## config.mk

```make
export PLATFORM = sky130hd
export DESIGN_NAME = sort_and_find_mode
export DESIGN_NICKNAME = d
export VERILOG_FILES = /design/src/rtl/sfm_pkg.sv /design/src/rtl/sort_and_find_mode.sv /design/src/rtl/sfm_cell.sv /design/src/rtl/sfm_mode.sv
export VERILOG_INCLUDE_DIRS = /design/src /design/src/rtl
export SDC_FILE = /design/constraint.sdc
export NUM_CORES = 1
export LEC_CHECK = 0
export ABC_AREA = 1
export BUFFER_PORTS_ARGS = -buffer_cell sky130_fd_sc_hd__buf_2
export CAP_MARGIN = 20
export CORE_UTILIZATION = 48
export DETAILED_ROUTE_END_ITERATION = 8
export MAX_ROUTING_LAYER = met4
export PLACE_DENSITY_LB_ADDON = 0.3
export SYNTH_ARGS = -nofsm -noshare
export SYNTH_HDL_FRONTEND = slang
export SYNTH_SLANG_ARGS = --single-unit
```

## constraint.sdc

```tcl
create_clock -name i_clk -period 5.11 [get_ports i_clk]
set_input_delay 0.7665 -clock i_clk [delete_from_list [all_inputs] [get_ports i_clk]]
set_output_delay 0.7665 -clock i_clk [all_outputs]
set_load 0.01 [all_outputs]
```

## src/rtl/assert_macros.svh

```systemverilog
// Assertion helpers shared by the RTL. Synthesis sees empty bodies.
`ifndef ASSERT_MACROS_SVH
`define ASSERT_MACROS_SVH
`ifndef SYNTHESIS
// Same-cycle implication: when ante holds, cons must hold on that edge.
`define SFM_ASSERT_NOW(label, clk, rst_n, ante, cons) \
    label: assert property (@(posedge clk) disable iff (!rst_n) (ante) |-> (cons)) \
        else $error("assertion failed: same-cycle check");
// Next-cycle implication: when ante holds, cons must hold on the following edge.
`define SFM_ASSERT_NEXT(label, clk, rst_n, ante, cons) \
    label: assert property (@(posedge clk) disable iff (!rst_n) (ante) |=> (cons)) \
        else $error("assertion failed: next-cycle check");
`else
`define SFM_ASSERT_NOW(label, clk, rst_n, ante, cons)
`define SFM_ASSERT_NEXT(label, clk, rst_n, ante, cons)
`endif
`endif

```

## src/rtl/sfm_pkg.sv

```systemverilog
package sfm_pkg;

    localparam int SET_DEPTH_DEF  = 16;
    localparam int VALUE_BITS_DEF = 16;

    typedef enum logic [1:0] {
        S_LOAD,
        S_SETTLE,
        S_SCAN,
        S_EMIT
    } t_state;

    // What every cell of the chain does in a cycle.
    typedef enum logic [0:0] {
        CELL_INSERT,
        CELL_MOVE
    } t_cell_op;

    typedef struct packed {
        logic clear;
        logic smp_vld;
    } t_mode_ctl;

endpackage

```

## src/rtl/sort_and_find_mode.sv

```systemverilog
// Channel  Direction  Handshake                      Payload
// in       input      i_in_valid / o_in_ready        i_sample_value, i_set_end
// out      output     o_out_valid / i_out_ready      o_sorted_value, o_mode_value, o_run_end
//
// Loading takes one cycle per word while the block is in its load phase.
// After the word marked as set end, the insertion wave settles in the cell
// chain and the mode scan then rotates the chain once. Emission gives one
// word per cycle while the output is ready, and the block returns to loading
// once the chain has drained. Reset (synchronous, active low) empties every
// cell; a stall on the output simply holds the chain.
`include "assert_macros.svh"

module sort_and_find_mode
    import sfm_pkg::*;
#(
    parameter int SET_DEPTH  = SET_DEPTH_DEF,
    parameter int VALUE_BITS = VALUE_BITS_DEF
) (
    input  logic                  i_clk,
    input  logic                  i_rst_n,
    input  logic                  i_in_valid,
    output logic                  o_in_ready,
    input  logic [VALUE_BITS-1:0] i_sample_value,
    input  logic                  i_set_end,
    output logic                  o_out_valid,
    input  logic                  i_out_ready,
    output logic [VALUE_BITS-1:0] o_sorted_value,
    output logic [VALUE_BITS-1:0] o_mode_value,
    output logic                  o_run_end
);

    localparam int FW = $clog2(SET_DEPTH + 1);
    localparam int CW = $clog2(SET_DEPTH);
    localparam logic [FW-1:0] FILL_MAX = FW'(SET_DEPTH);
    localparam logic [CW-1:0] CNT_LAST = CW'(SET_DEPTH - 1);

    t_state        r_state, n_state;
    logic [FW-1:0] r_fill, n_fill;
    logic [CW-1:0] r_cnt, n_cnt;

    // Chain wiring: every cell exposes its value, its full flag and the word
    // it passes down the chain during insertion.
    logic [VALUE_BITS-1:0] w_val      [SET_DEPTH];
    logic [SET_DEPTH-1:0]  w_full;
    logic [VALUE_BITS-1:0] w_pass_val [SET_DEPTH];
    logic [SET_DEPTH-1:0]  w_pass_vld;

    t_cell_op  w_op;
    t_mode_ctl w_mode_ctl;
    logic      w_in_acc;
    logic      w_out_acc;
    logic      w_store;

    assign w_in_acc  = i_in_valid && o_in_ready;
    assign w_out_acc = o_out_valid && i_out_ready;
    // A word that arrives with the store full is dropped, but its set-end
    // flag still counts.
    assign w_store   = w_in_acc && (r_fill < FILL_MAX);

    // Next-state logic.
    always_comb begin
        n_state = r_state;
        n_fill  = r_fill;
        n_cnt   = r_cnt;
        unique case (r_state)
            S_LOAD: begin
                if (w_store) begin
                    n_fill = r_fill + FW'(1);
                end
                if (w_in_acc && i_set_end) begin
                    n_state = S_SETTLE;
                    n_cnt   = '0;
                end
            end
            S_SETTLE: begin
                n_cnt = r_cnt + CW'(1);
                if (r_cnt == CNT_LAST) begin
                    n_state = S_SCAN;
                    n_cnt   = '0;
                end
            end
            S_SCAN: begin
                n_cnt = r_cnt + CW'(1);
                if (r_cnt == CNT_LAST) begin
                    n_state = S_EMIT;
                    n_cnt   = '0;
                end
            end
            S_EMIT: begin
                // The chain has drained once its front cell is empty.
                if (!w_full[0]) begin
                    n_state = S_LOAD;
                    n_fill  = '0;
                end
            end
        endcase
    end

    // Output and chain control logic.
    always_comb begin
        o_in_ready         = 1'b0;
        o_out_valid        = 1'b0;
        w_op               = CELL_INSERT;
        w_mode_ctl.clear   = 1'b0;
        w_mode_ctl.smp_vld = 1'b0;
        unique case (r_state)
            S_LOAD: begin
                o_in_ready = 1'b1;
            end
            S_SETTLE: begin
                w_mode_ctl.clear = 1'b1;
            end
            S_SCAN: begin
                // Rotating the whole chain once shows every cell at the front
                // in ascending order and leaves the chain as it was.
                w_op               = CELL_MOVE;
                w_mode_ctl.smp_vld = w_full[0];
            end
            S_EMIT: begin
                o_out_valid = w_full[0];
                w_op        = w_out_acc ? CELL_MOVE : CELL_INSERT;
            end
        endcase
    end

    always_ff @(posedge i_clk) begin
        if (!i_rst_n) begin
            r_state <= S_LOAD;
            r_fill  <= '0;
            r_cnt   <= '0;
        end else begin
            r_state <= n_state;
            r_fill  <= n_fill;
            r_cnt   <= n_cnt;
        end
    end

    genvar k;
    generate
        for (k = 0; k < SET_DEPTH; k++) begin : g_cell
            logic [VALUE_BITS-1:0] w_ins_val;
            logic                  w_ins_vld;
            logic [VALUE_BITS-1:0] w_nxt_val;
            logic                  w_nxt_full;

            if (k == 0) begin : g_head
                assign w_ins_val = i_sample_value;
                assign w_ins_vld = w_store;
            end else begin : g_body
                assign w_ins_val = w_pass_val[k-1];
                assign w_ins_vld = w_pass_vld[k-1];
            end

            // The tail closes the ring during the scan and feeds empty
            // cells in while the sorted words are shifted out.
            if (k == SET_DEPTH - 1) begin : g_tail
                assign w_nxt_val  = w_val[0];
                assign w_nxt_full = (r_state == S_SCAN) ? w_full[0] : 1'b0;
            end else begin : g_link
                assign w_nxt_val  = w_val[k+1];
                assign w_nxt_full = w_full[k+1];
            end

            sfm_cell #(
                .VALUE_BITS (VALUE_BITS)
            ) u_cell (
                .i_clk      (i_clk),
                .i_rst_n    (i_rst_n),
                .i_op       (w_op),
                .i_ins_val  (w_ins_val),
                .i_ins_vld  (w_ins_vld),
                .i_nxt_val  (w_nxt_val),
                .i_nxt_full (w_nxt_full),
                .o_val      (w_val[k]),
                .o_full     (w_full[k]),
                .o_pass_val (w_pass_val[k]),
                .o_pass_vld (w_pass_vld[k])
            );
        end
    endgenerate

    sfm_mode #(
        .SET_DEPTH  (SET_DEPTH),
        .VALUE_BITS (VALUE_BITS)
    ) u_mode (
        .i_clk     (i_clk),
        .i_rst_n   (i_rst_n),
        .i_ctl     (w_mode_ctl),
        .i_smp_val (w_val[0]),
        .o_mode    (o_mode_value)
    );

    // The front cell is the output register; the final word is the one with
    // nothing behind it.
    assign o_sorted_value = w_val[0];
    assign o_run_end      = !w_full[1];

    `SFM_ASSERT_NOW(a_fill_bound, i_clk, i_rst_n, 1'b1, r_fill <= FILL_MAX)
    `SFM_ASSERT_NOW(a_settled, i_clk, i_rst_n, r_state == S_SCAN, w_pass_vld == '0)
    `SFM_ASSERT_NOW(a_ascending, i_clk, i_rst_n, o_out_valid && !o_run_end, w_val[0] <= w_val[1])
    `SFM_ASSERT_NEXT(a_drained, i_clk, i_rst_n, r_state == S_EMIT && !w_full[0], w_full == '0)

endmodule

```

## src/rtl/sfm_cell.sv

```systemverilog
module sfm_cell
    import sfm_pkg::*;
#(
    parameter int VALUE_BITS = VALUE_BITS_DEF
) (
    input  logic                  i_clk,
    input  logic                  i_rst_n,
    input  t_cell_op              i_op,
    input  logic [VALUE_BITS-1:0] i_ins_val,
    input  logic                  i_ins_vld,
    input  logic [VALUE_BITS-1:0] i_nxt_val,
    input  logic                  i_nxt_full,
    output logic [VALUE_BITS-1:0] o_val,
    output logic                  o_full,
    output logic [VALUE_BITS-1:0] o_pass_val,
    output logic                  o_pass_vld
);

    logic [VALUE_BITS-1:0] r_val, n_val;
    logic                  r_full, n_full;
    logic [VALUE_BITS-1:0] r_pass_val, n_pass_val;
    logic                  r_pass_vld, n_pass_vld;

    // The cell keeps the smaller of its value and the arriving one and hands
    // the larger on, so the chain stays sorted ascending from the front.
    always_comb begin
        n_val      = r_val;
        n_full     = r_full;
        n_pass_val = r_pass_val;
        n_pass_vld = 1'b0;
        unique case (i_op)
            CELL_INSERT: begin
                if (i_ins_vld) begin
                    if (!r_full) begin
                        n_val  = i_ins_val;
                        n_full = 1'b1;
                    end else if (i_ins_val < r_val) begin
                        n_val      = i_ins_val;
                        n_pass_val = r_val;
                        n_pass_vld = 1'b1;
                    end else begin
                        n_pass_val = i_ins_val;
                        n_pass_vld = 1'b1;
                    end
                end
            end
            CELL_MOVE: begin
                n_val  = i_nxt_val;
                n_full = i_nxt_full;
            end
        endcase
    end

    always_ff @(posedge i_clk) begin
        if (!i_rst_n) begin
            r_full     <= 1'b0;
            r_pass_vld <= 1'b0;
        end else begin
            r_full     <= n_full;
            r_pass_vld <= n_pass_vld;
        end
        r_val      <= n_val;
        r_pass_val <= n_pass_val;
    end

    assign o_val      = r_val;
    assign o_full     = r_full;
    assign o_pass_val = r_pass_val;
    assign o_pass_vld = r_pass_vld;

endmodule

```

## src/rtl/sfm_mode.sv

```systemverilog
module sfm_mode
    import sfm_pkg::*;
#(
    parameter int SET_DEPTH  = SET_DEPTH_DEF,
    parameter int VALUE_BITS = VALUE_BITS_DEF
) (
    input  logic                  i_clk,
    input  logic                  i_rst_n,
    input  t_mode_ctl             i_ctl,
    input  logic [VALUE_BITS-1:0] i_smp_val,
    output logic [VALUE_BITS-1:0] o_mode
);

    localparam int LW = $clog2(SET_DEPTH + 1);

    logic                  r_seen, n_seen;
    logic [VALUE_BITS-1:0] r_grp_val, n_grp_val;
    logic [LW-1:0]         r_grp_len, n_grp_len;
    logic [VALUE_BITS-1:0] r_best_val, n_best_val;
    logic [LW-1:0]         r_best_len, n_best_len;

    // Run-length tracking over a sorted stream; a strict compare keeps the
    // smaller value when two runs are equally long.
    always_comb begin
        n_seen     = r_seen;
        n_grp_val  = r_grp_val;
        n_grp_len  = r_grp_len;
        n_best_val = r_best_val;
        n_best_len = r_best_len;
        if (i_ctl.clear) begin
            n_seen = 1'b0;
        end else if (i_ctl.smp_vld) begin
            if (!r_seen) begin
                n_seen     = 1'b1;
                n_grp_val  = i_smp_val;
                n_grp_len  = LW'(1);
                n_best_val = i_smp_val;
                n_best_len = LW'(1);
            end else if (i_smp_val == r_grp_val) begin
                n_grp_len = r_grp_len + LW'(1);
            end else begin
                if (r_grp_len > r_best_len) begin
                    n_best_val = r_grp_val;
                    n_best_len = r_grp_len;
                end
                n_grp_val = i_smp_val;
                n_grp_len = LW'(1);
            end
        end
    end

    always_ff @(posedge i_clk) begin
        if (!i_rst_n) begin
            r_seen <= 1'b0;
        end else begin
            r_seen <= n_seen;
        end
        r_grp_val  <= n_grp_val;
        r_grp_len  <= n_grp_len;
        r_best_val <= n_best_val;
        r_best_len <= n_best_len;
    end

    // The run still open at the end of the scan gets its final comparison here.
    assign o_mode = (r_grp_len > r_best_len) ? r_grp_val : r_best_val;

endmodule

```

Word-level counts from Yosys, hierarchy flattened
Cells that the tools add are included.
{"block": "totals", "ff_bits": 581, "out_inout_bits": 35, "inputBits": 21, "wordCells": 366}
{"block": "classes", "addsub": 3, "bitwise_logic": 18, "reduce_logical": 63, "mux": 150, "n_eq_ne": 44, "order_cmp": 18}
{"op": "16-bit 2-to-1 mux", "count": 68}
{"op": "16-bit case mux with 2 select lines", "count": 16}
{"op": "16-bit less-than comparator", "count": 16}
{"op": "3-bit AND reduction", "count": 17}
{"op": "3-bit inequality test (second input constant)", "count": 16}
{"op": "3-bit OR reduction", "count": 15}
{"op": "2-bit AND reduction", "count": 19}
{"op": "1-bit 2-to-1 mux", "count": 36}
{"op": "2-bit by 1-bit inequality test with 1-bit output (second input constant)", "count": 17}
{"op": "1-bit case mux with 2 select lines", "count": 17}
{"op": "5-bit 2-to-1 mux", "count": 4}
{"op": "1-bit inverter", "count": 18}
{"op": "16-bit == test", "count": 1}
{"op": "2-bit inequality test (second input constant)", "count": 6}
{"op": "5-bit by 1-bit adder with 5-bit output (second input constant)", "count": 2}
{"op": "5-bit case mux with 2 select lines", "count": 1}
{"op": "2-bit 2-to-1 mux", "count": 4}
{"op": "4-bit 2-to-1 mux", "count": 2}
{"op": "2-bit case mux with 4 select lines", "count": 1}
{"op": "4-bit case mux with 2 select lines", "count": 1}
{"op": "4-bit AND reduction", "count": 2}
{"op": "5-bit > comparator", "count": 1}
{"op": "5-bit less-than comparator (second input constant)", "count": 1}
{"op": "4-bit by 1-bit adder with 4-bit output (second input constant)", "count": 1}
{"op": "other kinds (8)", "count": 14}

Longest topological paths before layout
Gate-level depths: netlist of the first run.
{"block": "logic_depth", "word_depth": 8, "depth_mapped": 13, "mapped_depth_nobuf": 12}

Modules after synthesis
Synthesis of the first run repeated with hierarchy kept, for this count alone.
{"block": "unflattened", "cells_unflattened": 3805, "area_unflattened_um2": 34229.1}
{"module": "sfm_cell at g_cell[0].u_cell ...", "cells_per_inst": 213, "seq_area_each_um2": 1001.0, "area_per_inst_um2": 1941.9, "n_inst": 14}
{"module": "sfm_mode", "cells_per_inst": 293, "seq_area_each_um2": 1281.2, "area_per_inst_um2": 2449.8, "n_inst": 1}
{"module": "sfm_cell at g_cell[9].u_cell", "cells_per_inst": 213, "seq_area_each_um2": 1001.0, "area_per_inst_um2": 1934.4, "n_inst": 1}
{"module": "sfm_cell at g_cell[15].u_cell", "cells_per_inst": 213, "seq_area_each_um2": 1001.0, "area_per_inst_um2": 1929.4, "n_inst": 1}
{"module": "sort_and_find_mode", "cells_per_inst": 104, "seq_area_each_um2": 220.2, "area_per_inst_um2": 729.4, "n_inst": 1}

Least setup slack after synthesis of the first run
No wires, ideal clock.
{"block": "synth_timing", "kind": "input -> register", "startpoint": "input port i_out_ready", "endpoint": "register g_cell[0].u_cell.r_pass_val[0] (enable)", "n_path_buf": 3, "arrival_time_ns": 2.442, "path_stages": 6, "required_time_ns": 4.701, "path_slack_ns": 2.259, "setup_time_ns": 0.409, "path_cell_list": "nand2_1 -> nand2_2 -> buf_6 -> buf_6 -> buf_2 -> nor3_1"}
{"block": "synth_between", "elab_chain_cells": 5}
{"item": "start: declaration", "line_no": "sort_and_find_mode.sv:26", "source": "input logic i_out_ready,"}
{"item": "1-bit logical AND", "line_no": "sort_and_find_mode.sv:55", "source": "assign w_out_acc = o_out_valid && i_out_ready;"}
{"item": "1-bit 2-to-1 mux", "line_no": "sort_and_find_mode.sv:121", "source": "w_op = w_out_acc ? CELL_MOVE : CELL_INSERT;"}
{"item": "1-bit case mux with 2 select lines", "line_no": "sort_and_find_mode.sv:106", "source": "unique case (r_state)"}
{"item": "1-bit inverter (no source line)"}
{"item": "3-bit AND reduction (no source line)"}
{"item": "end signal: assignment", "line_no": "sfm_cell.sv:63", "source": "r_pass_val <= n_pass_val;"}
{"item": "end: declaration", "line_no": "sfm_cell.sv:21", "source": "logic [VALUE_BITS-1:0] r_pass_val, n_pass_val;"}
No other way between the ends.
A chain may end at the register's enable or synchronous reset.

Worst setup path after layout of the first run
{"block": "layout_timing", "startpoint": "register u_mode.r_grp_len[2]", "endpoint": "output port o_mode_value[3]"}
{"block": "layout_between", "elab_chain_cells": 2}
{"item": "start: declaration", "line_no": "sfm_mode.sv:18", "source": "logic [LW-1:0] r_grp_len, n_grp_len;"}
{"item": "start signal: assignment", "line_no": "sfm_mode.sv:59", "source": "r_grp_len <= n_grp_len;"}
{"item": "5-bit > comparator", "line_no": "sfm_mode.sv:65", "source": "assign o_mode = (r_grp_len > r_best_len) ? r_grp_val : r_best_val;"}
{"item": "16-bit 2-to-1 mux", "line_no": "sfm_mode.sv:65"}
{"item": "end: declaration", "line_no": "sort_and_find_mode.sv:28", "source": "output logic [VALUE_BITS-1:0] o_mode_value,"}
No other way between the ends.

==> results of run 1 <==
-- power by group through the flow --
stage	Combinational, µW	Clock, µW	Sequential (µW)
global route	5350	4790	6910
finish	4670	4540	6850
detailed placement	4660	0	6930
floorplan	3610	0	6800
CTS	4680	4620	6840
global placement	4560	0	6920
-- cells by family (layout without fill, tap and decap cells) --
family / count (synthesis) / in the layout / share of synthesized area (%)
compound gates: 473 / 473 / 8.02
flops: 581 / 581 / 53.7
simple gates: 1545 / 1545 / 20.4
buf+inv: 545 / 624 / 7.62
fa+ha+maj: 252 / 252 / 9.94
xor+xnor: 12 / 12 / 0.331
other cells: 0 / 1 / 0
-- state kept, by name (all words and copies together), names as in the netlist, 15 cells and up --
signal / cells
g_cell.u_cell.o_val: 256
g_cell.u_cell.o_pass_val: 240
g_cell.u_cell.o_full: 16
u_mode.r_best_val: 16
u_mode.r_grp_val: 16
g_cell.u_cell.o_pass_vld: 15
-- layer usage --
| metal | track usage, % | part of all wire (%) | vias to the layer above |
|---|---|---|---|
| li1 | - | - | 11500 |
| met1 | 29.4 | 46 | 10700 |
| met2 | 34.1 | 47 | 554 |
| met3 | 2.78 | 5.4 | 113 |
| met4 | 5.13 | 2.0 | 0 |
| met5 | - | 0 | - |
-- worst max-delay path by stage --
stage          depth (start not counted)  slack, ps                                 start                                        to
6_report                               7       1610     u_mode.r_grp_len[2]$_SDFFCE_PN0P_                           o_mode_value[3]
5_1_grt                                9       1480  g_cell[6].u_cell.o_val[11]$_DFFE_PP_      g_cell[6].u_cell.o_val[13]$_DFFE_PP_
4_1_cts                                7       1590     u_mode.r_grp_len[2]$_SDFFCE_PN0P_                           o_mode_value[3]
3_5_place_dp                           6       1750                           i_out_ready      g_cell[10].u_cell.o_val[6]$_DFFE_PP_
3_3_place_gp                           6       1810                           i_out_ready      g_cell[5].u_cell.o_val[15]$_DFFE_PP_
2_1_floorplan                          6       2260                           i_out_ready  g_cell[0].u_cell.o_pass_val[0]$_DFFE_PP_
-- through the flow --
stage / area [µm²] / worst slack [ps]
2_1_floorplan: 31700 / 2260
3_5_place_dp: 32500 / 1750
4_1_cts: 34500 / 1590
3_3_place_gp: 32500 / 1810
5_1_grt: 34500 / 1480
6_report: 34500 / 1610
-- placed cells by master (no fill, tap or decap), types with 9 or more instances in the layout --
cell type and count:
clkinv_2 10, buf_4 24, nand2_2 32, nor2_2 13
clkbuf_1 18, dfxtp_1 43, ha_1 252, nor3_1 33
and2_1 16, buf_2 55, clkbuf_16 61, nand3_1 309
a21oi_2 9, nor2_1 86, inv_1 425, a21oi_1 129
nand4_1 9, o21ai_1 39, o21ai_0 263, edfxtp_1 538
nand2_1 1033
-- worst max-delay path, stage by stage, from the launching register on --
cell and delay [ps]:
edfxtp_1 470, ha_1 330, a21oi_1 90, o211ai_4 490, nand2_4 250, nand2_1 150, and2_1 170, buf_2 140
-- layout make-up --
| class | instances | area [µm²] | share of cell area, % |
|---|---|---|---|
| Antenna cell | 1 | 2.50 | 0.00724 |
| Clock inverter | 29 | 345 | 1.00 |
| Inverter | 427 | 1610 | 4.66 |
| Sequential cell | 581 | 17000 | 49.3 |
| Clock buffer | 85 | 1680 | 4.85 |
| Tap cell | 855 | 1070 | 3.10 |
| Multi-Input combinational cell | 2282 | 12300 | 35.6 |
| Timing Repair Buffer | 83 | 534 | 1.55 |
==> impl_metrics.py, run 1 <==
metrics = {
    "synthesis": {
        "syn_inst": 3408,
        "synth_top_area_share_pct": 50.9,
        "synth_common_cells": "nand2_1, edfxtp_1, inv_1",
        "synth.area.top_cells": "edfxtp_1, nand2_1, ha_1",
        "yosys_warnings": 0,
        "synthesis.area_um2": 31700,
        "syn_area_per_cell_um2": 9.31,
        "yosys_most_used_dff": "edfxtp_1",
        "synthDistinctLibCells": 40,
        "synth_top_area_cell": "edfxtp_1",
        "synth_edf_count": 538,
        "syn_nets": 3681,
        "synth-seq-cells": 581,
        "ys_seq_area_share_pct": 53.7,
        "synth.most_common_cell": "nand2_1",
        "synthArstFlopShare_pct": 0,
    },
    "floorplan": {
        "core_um2": 64800,
        "ios": 56,
        "fp.dieW_um": 259,
        "dieArea_um2": 67100,
        "start_util_pct": 48.9,
        "fp.dieH_um": 259,
        "placementRows": 93,
    },
    "clocking": {
        "cts_setup_buffers": 0,
        "clkLatencyLatePin_ps": 630,
        "cts_max_level": 2,
        "tritoncts": "yes",
        "cts_made_buffers": 60,
        "cts_hold_buf": 0,
        "cts_sinks": 581,
        "post_cts_resized": 0,
        "path_clk_slew_ps": 60,
        "cts_root_buffer": "clkbuf_16",
        "cts_buffer_depth": 3,
    },
    "routing": {
        "routed_wl_mm": 69.3,
        "drtAntennaViolNets": 0,
        "drt_first_pass_iters": 6,
        "avgRoutedWirePerCell_um": 16.0,
        "drc": 0,
        "viasPerCell": 5.27,
        "drt-initial-drc-count": 2203,
        "vias": 22900,
    },
    "timing": {
        "layout_min_cycle_time_ps": 3500,
        "slew_violations": 0,
        "setup_viol": 0,
        "hold_violations": 0,
        "hold_slack_ps": 441,
        "finalClockSkew_ps": 20.6,
        "worst_pin_slew_ps": 1080,
        "rsz0062_at_grt": "false",
        "finalSetupTns_ps": 0,
        "post-route-period-util_pct": 68.5,
        "slew_headroom_pct": 28.2,
        "fmax_mhz": 286,
    },
    "worst_setup_path": {
        "r2r-start": "g_cell[6].u_cell.o_val[11]$_DFFE_PP_",
        "startpoint_type": "flop",
        "r2r_setup_slack_ps": 1780,
        "r2r_end": "g_cell[6].u_cell.o_val[13]$_DFFE_PP_",
        "critPathKind": "flop to primary output",
        "arrival_ps": 2730,
        "worstPathRequired_ps": 4340,
        "ff2ff_path_depth": 9,
        "cp-end-kind": "primary output",
        "crit_path_max_fanout": 18,
    },
    "final_layout": {
        "final_cell_count_no_fill": 4343,
        "layout-drive-gt1-share_pct": 7.05,
        "final_util_pct": 53.3,
        "num-fill-cells": 5767,
        "final_nets": 3708,
        "syn2layout_area_growth_pct": 8.93,
    },
    "global_route": {
        "antenna_found_initial": 1,
        "grt_overflow": 0,
        "grt_pass1_vias": 21700,
        "grt_max_degree": 129,
        "grt_use_total_pct": 21.5,
        "grt_pass1_wl_mm": 114,
    },
    "place": {
        "place_hpwl_mm": 50.2,
        "place_congestion": 0.938,
        "io_buffers": 55,
        "dp_cells": 4227,
    },
    "min_path": {
        "whs_endpoint": "g_cell[7].u_cell.o_pass_vld$_SDFF_PP0_",
        "hp-class": "flop to flop",
        "worstHoldPathCells": 2,
        "hp-start": "g_cell[6].u_cell.o_pass_vld$_SDFF_PP0_",
    },
    "power_and_ir_drop": {
        "pwr-share-clk_pct": 28.3,
        "p_switching_uw": 5570,
        "p_leak_uw": 0.0155,
        "p_per_area_nw_per_um2": 465,
        "p_sw_share_pct": 34.7,
        "irDropWorstVdd_mv": 0.320,
        "power_frac_comb_pct": 29.1,
        "total_power_uw": 16100,
        "p_int_uw": 10500,
        "pwr-share-seq_pct": 42.6,
    },
    "run": {
        "maxCapViolations": 0,
    },
    "run_status": {
        "status": "completed",
    },
}
Power figures use the tool's default switching activity.
==> inputs of run 2 (changes only) <==
==> constraint.sdc (replaced) <==
create_clock -name i_clk -period 2.88 [get_ports i_clk]
set_input_delay 0.432 -clock i_clk [delete_from_list [all_inputs] [get_ports i_clk]]
set_output_delay 0.432 -clock i_clk [all_outputs]
set_load 0.01 [all_outputs]
==> run 2 against run 1 <==
  * Die area stayed put
  * Clock-buffer cell count shrank 2
  * Cell area increased by 2.3%
  * Register-to-register slack got worse by 1300 ps
  * Clock power grew 78%
  * Critical path depth grew 3
  * Via count grew 2.3%
  * Utilization is 1.2 points higher
  * Sequential share of layout area decreased by 1.1 points
  * Combinational power rose by 93%
  * Flip-flop and latch count stayed put
==> impl_metrics.py, run 2 (synthesized netlist as in run 1, its figures left out) <==
metrics = {
    "routing": {
        "drc": 0,
        "avgRoutedWirePerCell_um": 16.2,
        "vias": 23400,
        "drtAntennaViolNets": 0,
        "drt-initial-drc-count": 1977,
        "routed_wl_mm": 71.6,
        "viasPerCell": 5.31,
        "drt_first_pass_iters": 6,
    },
    "min_path": {
        "hp-class": "input port to flop",
        "worstHoldPathCells": 3,
    },
    "worst_setup_path": {
        "critPathLaunch": "u_mode.r_grp_len[4]$_SDFFCE_PN0P_",
        "ff2ff_path_depth": 8,
        "worstPathRequired_ps": 2450,
        "critPathKind": "flop to primary output",
        "cp-end-kind": "primary output",
        "startpoint_type": "flop",
        "crit_path_max_fanout": 6,
        "r2r_end": "g_cell[0].u_cell.o_val[6]$_DFFE_PP_",
        "r2r_setup_slack_ps": 530,
        "critPathCapture": "o_mode_value[2]",
        "arrival_ps": 2420,
        "r2r-start": "r_state[0]$_SDFFE_PN0P_",
    },
    "global_route": {
        "grt_max_degree": 82,
        "met2_usage_pct": 34.6,
        "grt_pass1_vias": 22400,
        "busiest_layer": "met2",
        "grt_use_met3_pct": 2.50,
        "antenna_found_initial": 1,
        "use_met1_pct": 30.9,
        "grt_overflow": 0,
        "grt_pass1_wl_mm": 117,
        "grt_use_total_pct": 22.2,
    },
    "floorplan": {
        "ios": 56,
        "dieArea_um2": 67100,
        "fp.dieW_um": 259,
        "fp.dieH_um": 259,
        "start_util_pct": 48.9,
        "placementRows": 93,
        "core_um2": 64800,
    },
    "final_layout": {
        "final_common_cell": "nand2_1",
        "largest_reg_flops": 256,
        "final_cell_count_no_fill": 4413,
        "syn2layout_area_growth_pct": 11.5,
        "layout_common_cells": "nand2_1, edfxtp_1, inv_1",
        "layout-drive-gt1-share_pct": 9.47,
        "final_nets": 3781,
        "final_util_pct": 54.5,
    },
    "timing": {
        "worst_pin_slew_ps": 1070,
        "slew_violations": 0,
        "setup_viol": 0,
        "fmax_mhz": 350,
        "slew_headroom_pct": 28.6,
        "hold_violations": 0,
        "post-route-period-util_pct": 99.1,
        "finalClockSkew_ps": 22.1,
        "layout_min_cycle_time_ps": 2850,
        "rsz0062_at_grt": "true",
    },
    "clocking": {
        "cts_buffer_depth": 3,
        "cts_sinks": 581,
        "cts_max_level": 2,
        "path_clk_slew_ps": 70,
        "clkLatencyLatePin_ps": 640,
        "cts_made_buffers": 61,
        "tritoncts": "yes",
        "cts_root_buffer": "clkbuf_16",
    },
    "place": {
        "dp_cells": 4288,
        "place_congestion": 0.926,
        "place_hpwl_mm": 52.2,
        "io_buffers": 55,
    },
    "power_and_ir_drop": {
        "irDropWorstVdd_mv": 0.726,
        "p_per_area_nw_per_um2": 825,
        "p_leak_uw": 0.0159,
    },
    "run": {
        "maxCapViolations": 0,
    },
    "run_status": {
        "status": "completed",
    },
}
-- run 2: cell count changes in the layout (fill, tap and decap cells not counted), moves of 6 or more --
cell | before | now
clkbuf_8 | 6 | 0
buf_12 | 2 | 12
nand3_2 | 0 | 10
buf_4 | 24 | 84
nand3_1 | 309 | 299
-- run 2: routing by layer --
metal	vias to the layer above	part of all wire (%)	wire (µm)
met1	11000	45	32200
met4	0	2.1	1500
met5	-	0	0
met2	668	47	33600
met3	115	5.9	4250
li1	11600	-	-
-- run 2: how the worst min path moves through the flow --
stage                                                 from                                       end  slack (ps)
floorplan                           r_fill[4]$_SDFFE_PN0P_                    r_fill[4]$_SDFFE_PN0P_         440
CTS                                     i_sample_value[11]      g_cell[0].u_cell.o_val[11]$_DFFE_PP_          90
global placement    g_cell[7].u_cell.o_pass_vld$_SDFF_PP0_    g_cell[8].u_cell.o_pass_vld$_SDFF_PP0_         450
detailed placement  g_cell[6].u_cell.o_pass_vld$_SDFF_PP0_    g_cell[7].u_cell.o_pass_vld$_SDFF_PP0_         450
finish                                   i_sample_value[9]  g_cell[0].u_cell.o_pass_val[9]$_DFFE_PP_         130
global route                             i_sample_value[0]  g_cell[0].u_cell.o_pass_val[0]$_DFFE_PP_         140
-- run 2: layout make-up --
cell class,count,area (µm²)
tap,855,1070
clock inverter,29,365
antenna,1,2.50
timing repair buffer,154,1200
multi-input combinational,2283,12400
inverter,427,1610
fill,5663,29500
sequential,581,17000
clock buffer,83,1650
-- run 2: worst max-delay path, cell delays in order, from the launching register on --
cell      delay [ps]
edfxtp_1         450
ha_4             320
nand2_4           60
nor2_4           120
nand2_2           80
o211ai_4         110
buf_12           170
buf_12           110
nand3_1           70
and2_1           150
buf_2            130
-- run 2: stage by stage --
step / total power, µW / worst slack, ps / hold slack (ps) / area (µm²) / setup TNS, ps
floorplan: 18500 / 140 / 435 / 31700 / 0
detailed placement: 21000 / 460 / 449 / 33000 / 0
global route: 31000 / -44.6 / 139 / 35300 / -493
CTS: 29200 / 0.909 / 90.7 / 35200 / 0
finish: 29200 / 26.4 / 125 / 35300 / 0
global placement: 20900 / 477 / 448 / 33000 / 0
-- run 2: power breakdown --
part | leakage, µW | switching (µW) | internal, µW
clock network | 0.000964 | 3370 | 4720
logic | 0.00969 | 6060 | 2920
registers | 0.00526 | 667 | 11400
-- run 2: what timing repair did --
action                     4_1_cts  5_1_grt
gates cloned                     2        0
setup endpoints to repair       16       16
setup buffers                   10        0
hold buffers                     0        0
resized for setup                2       27
pin swaps                        3       19
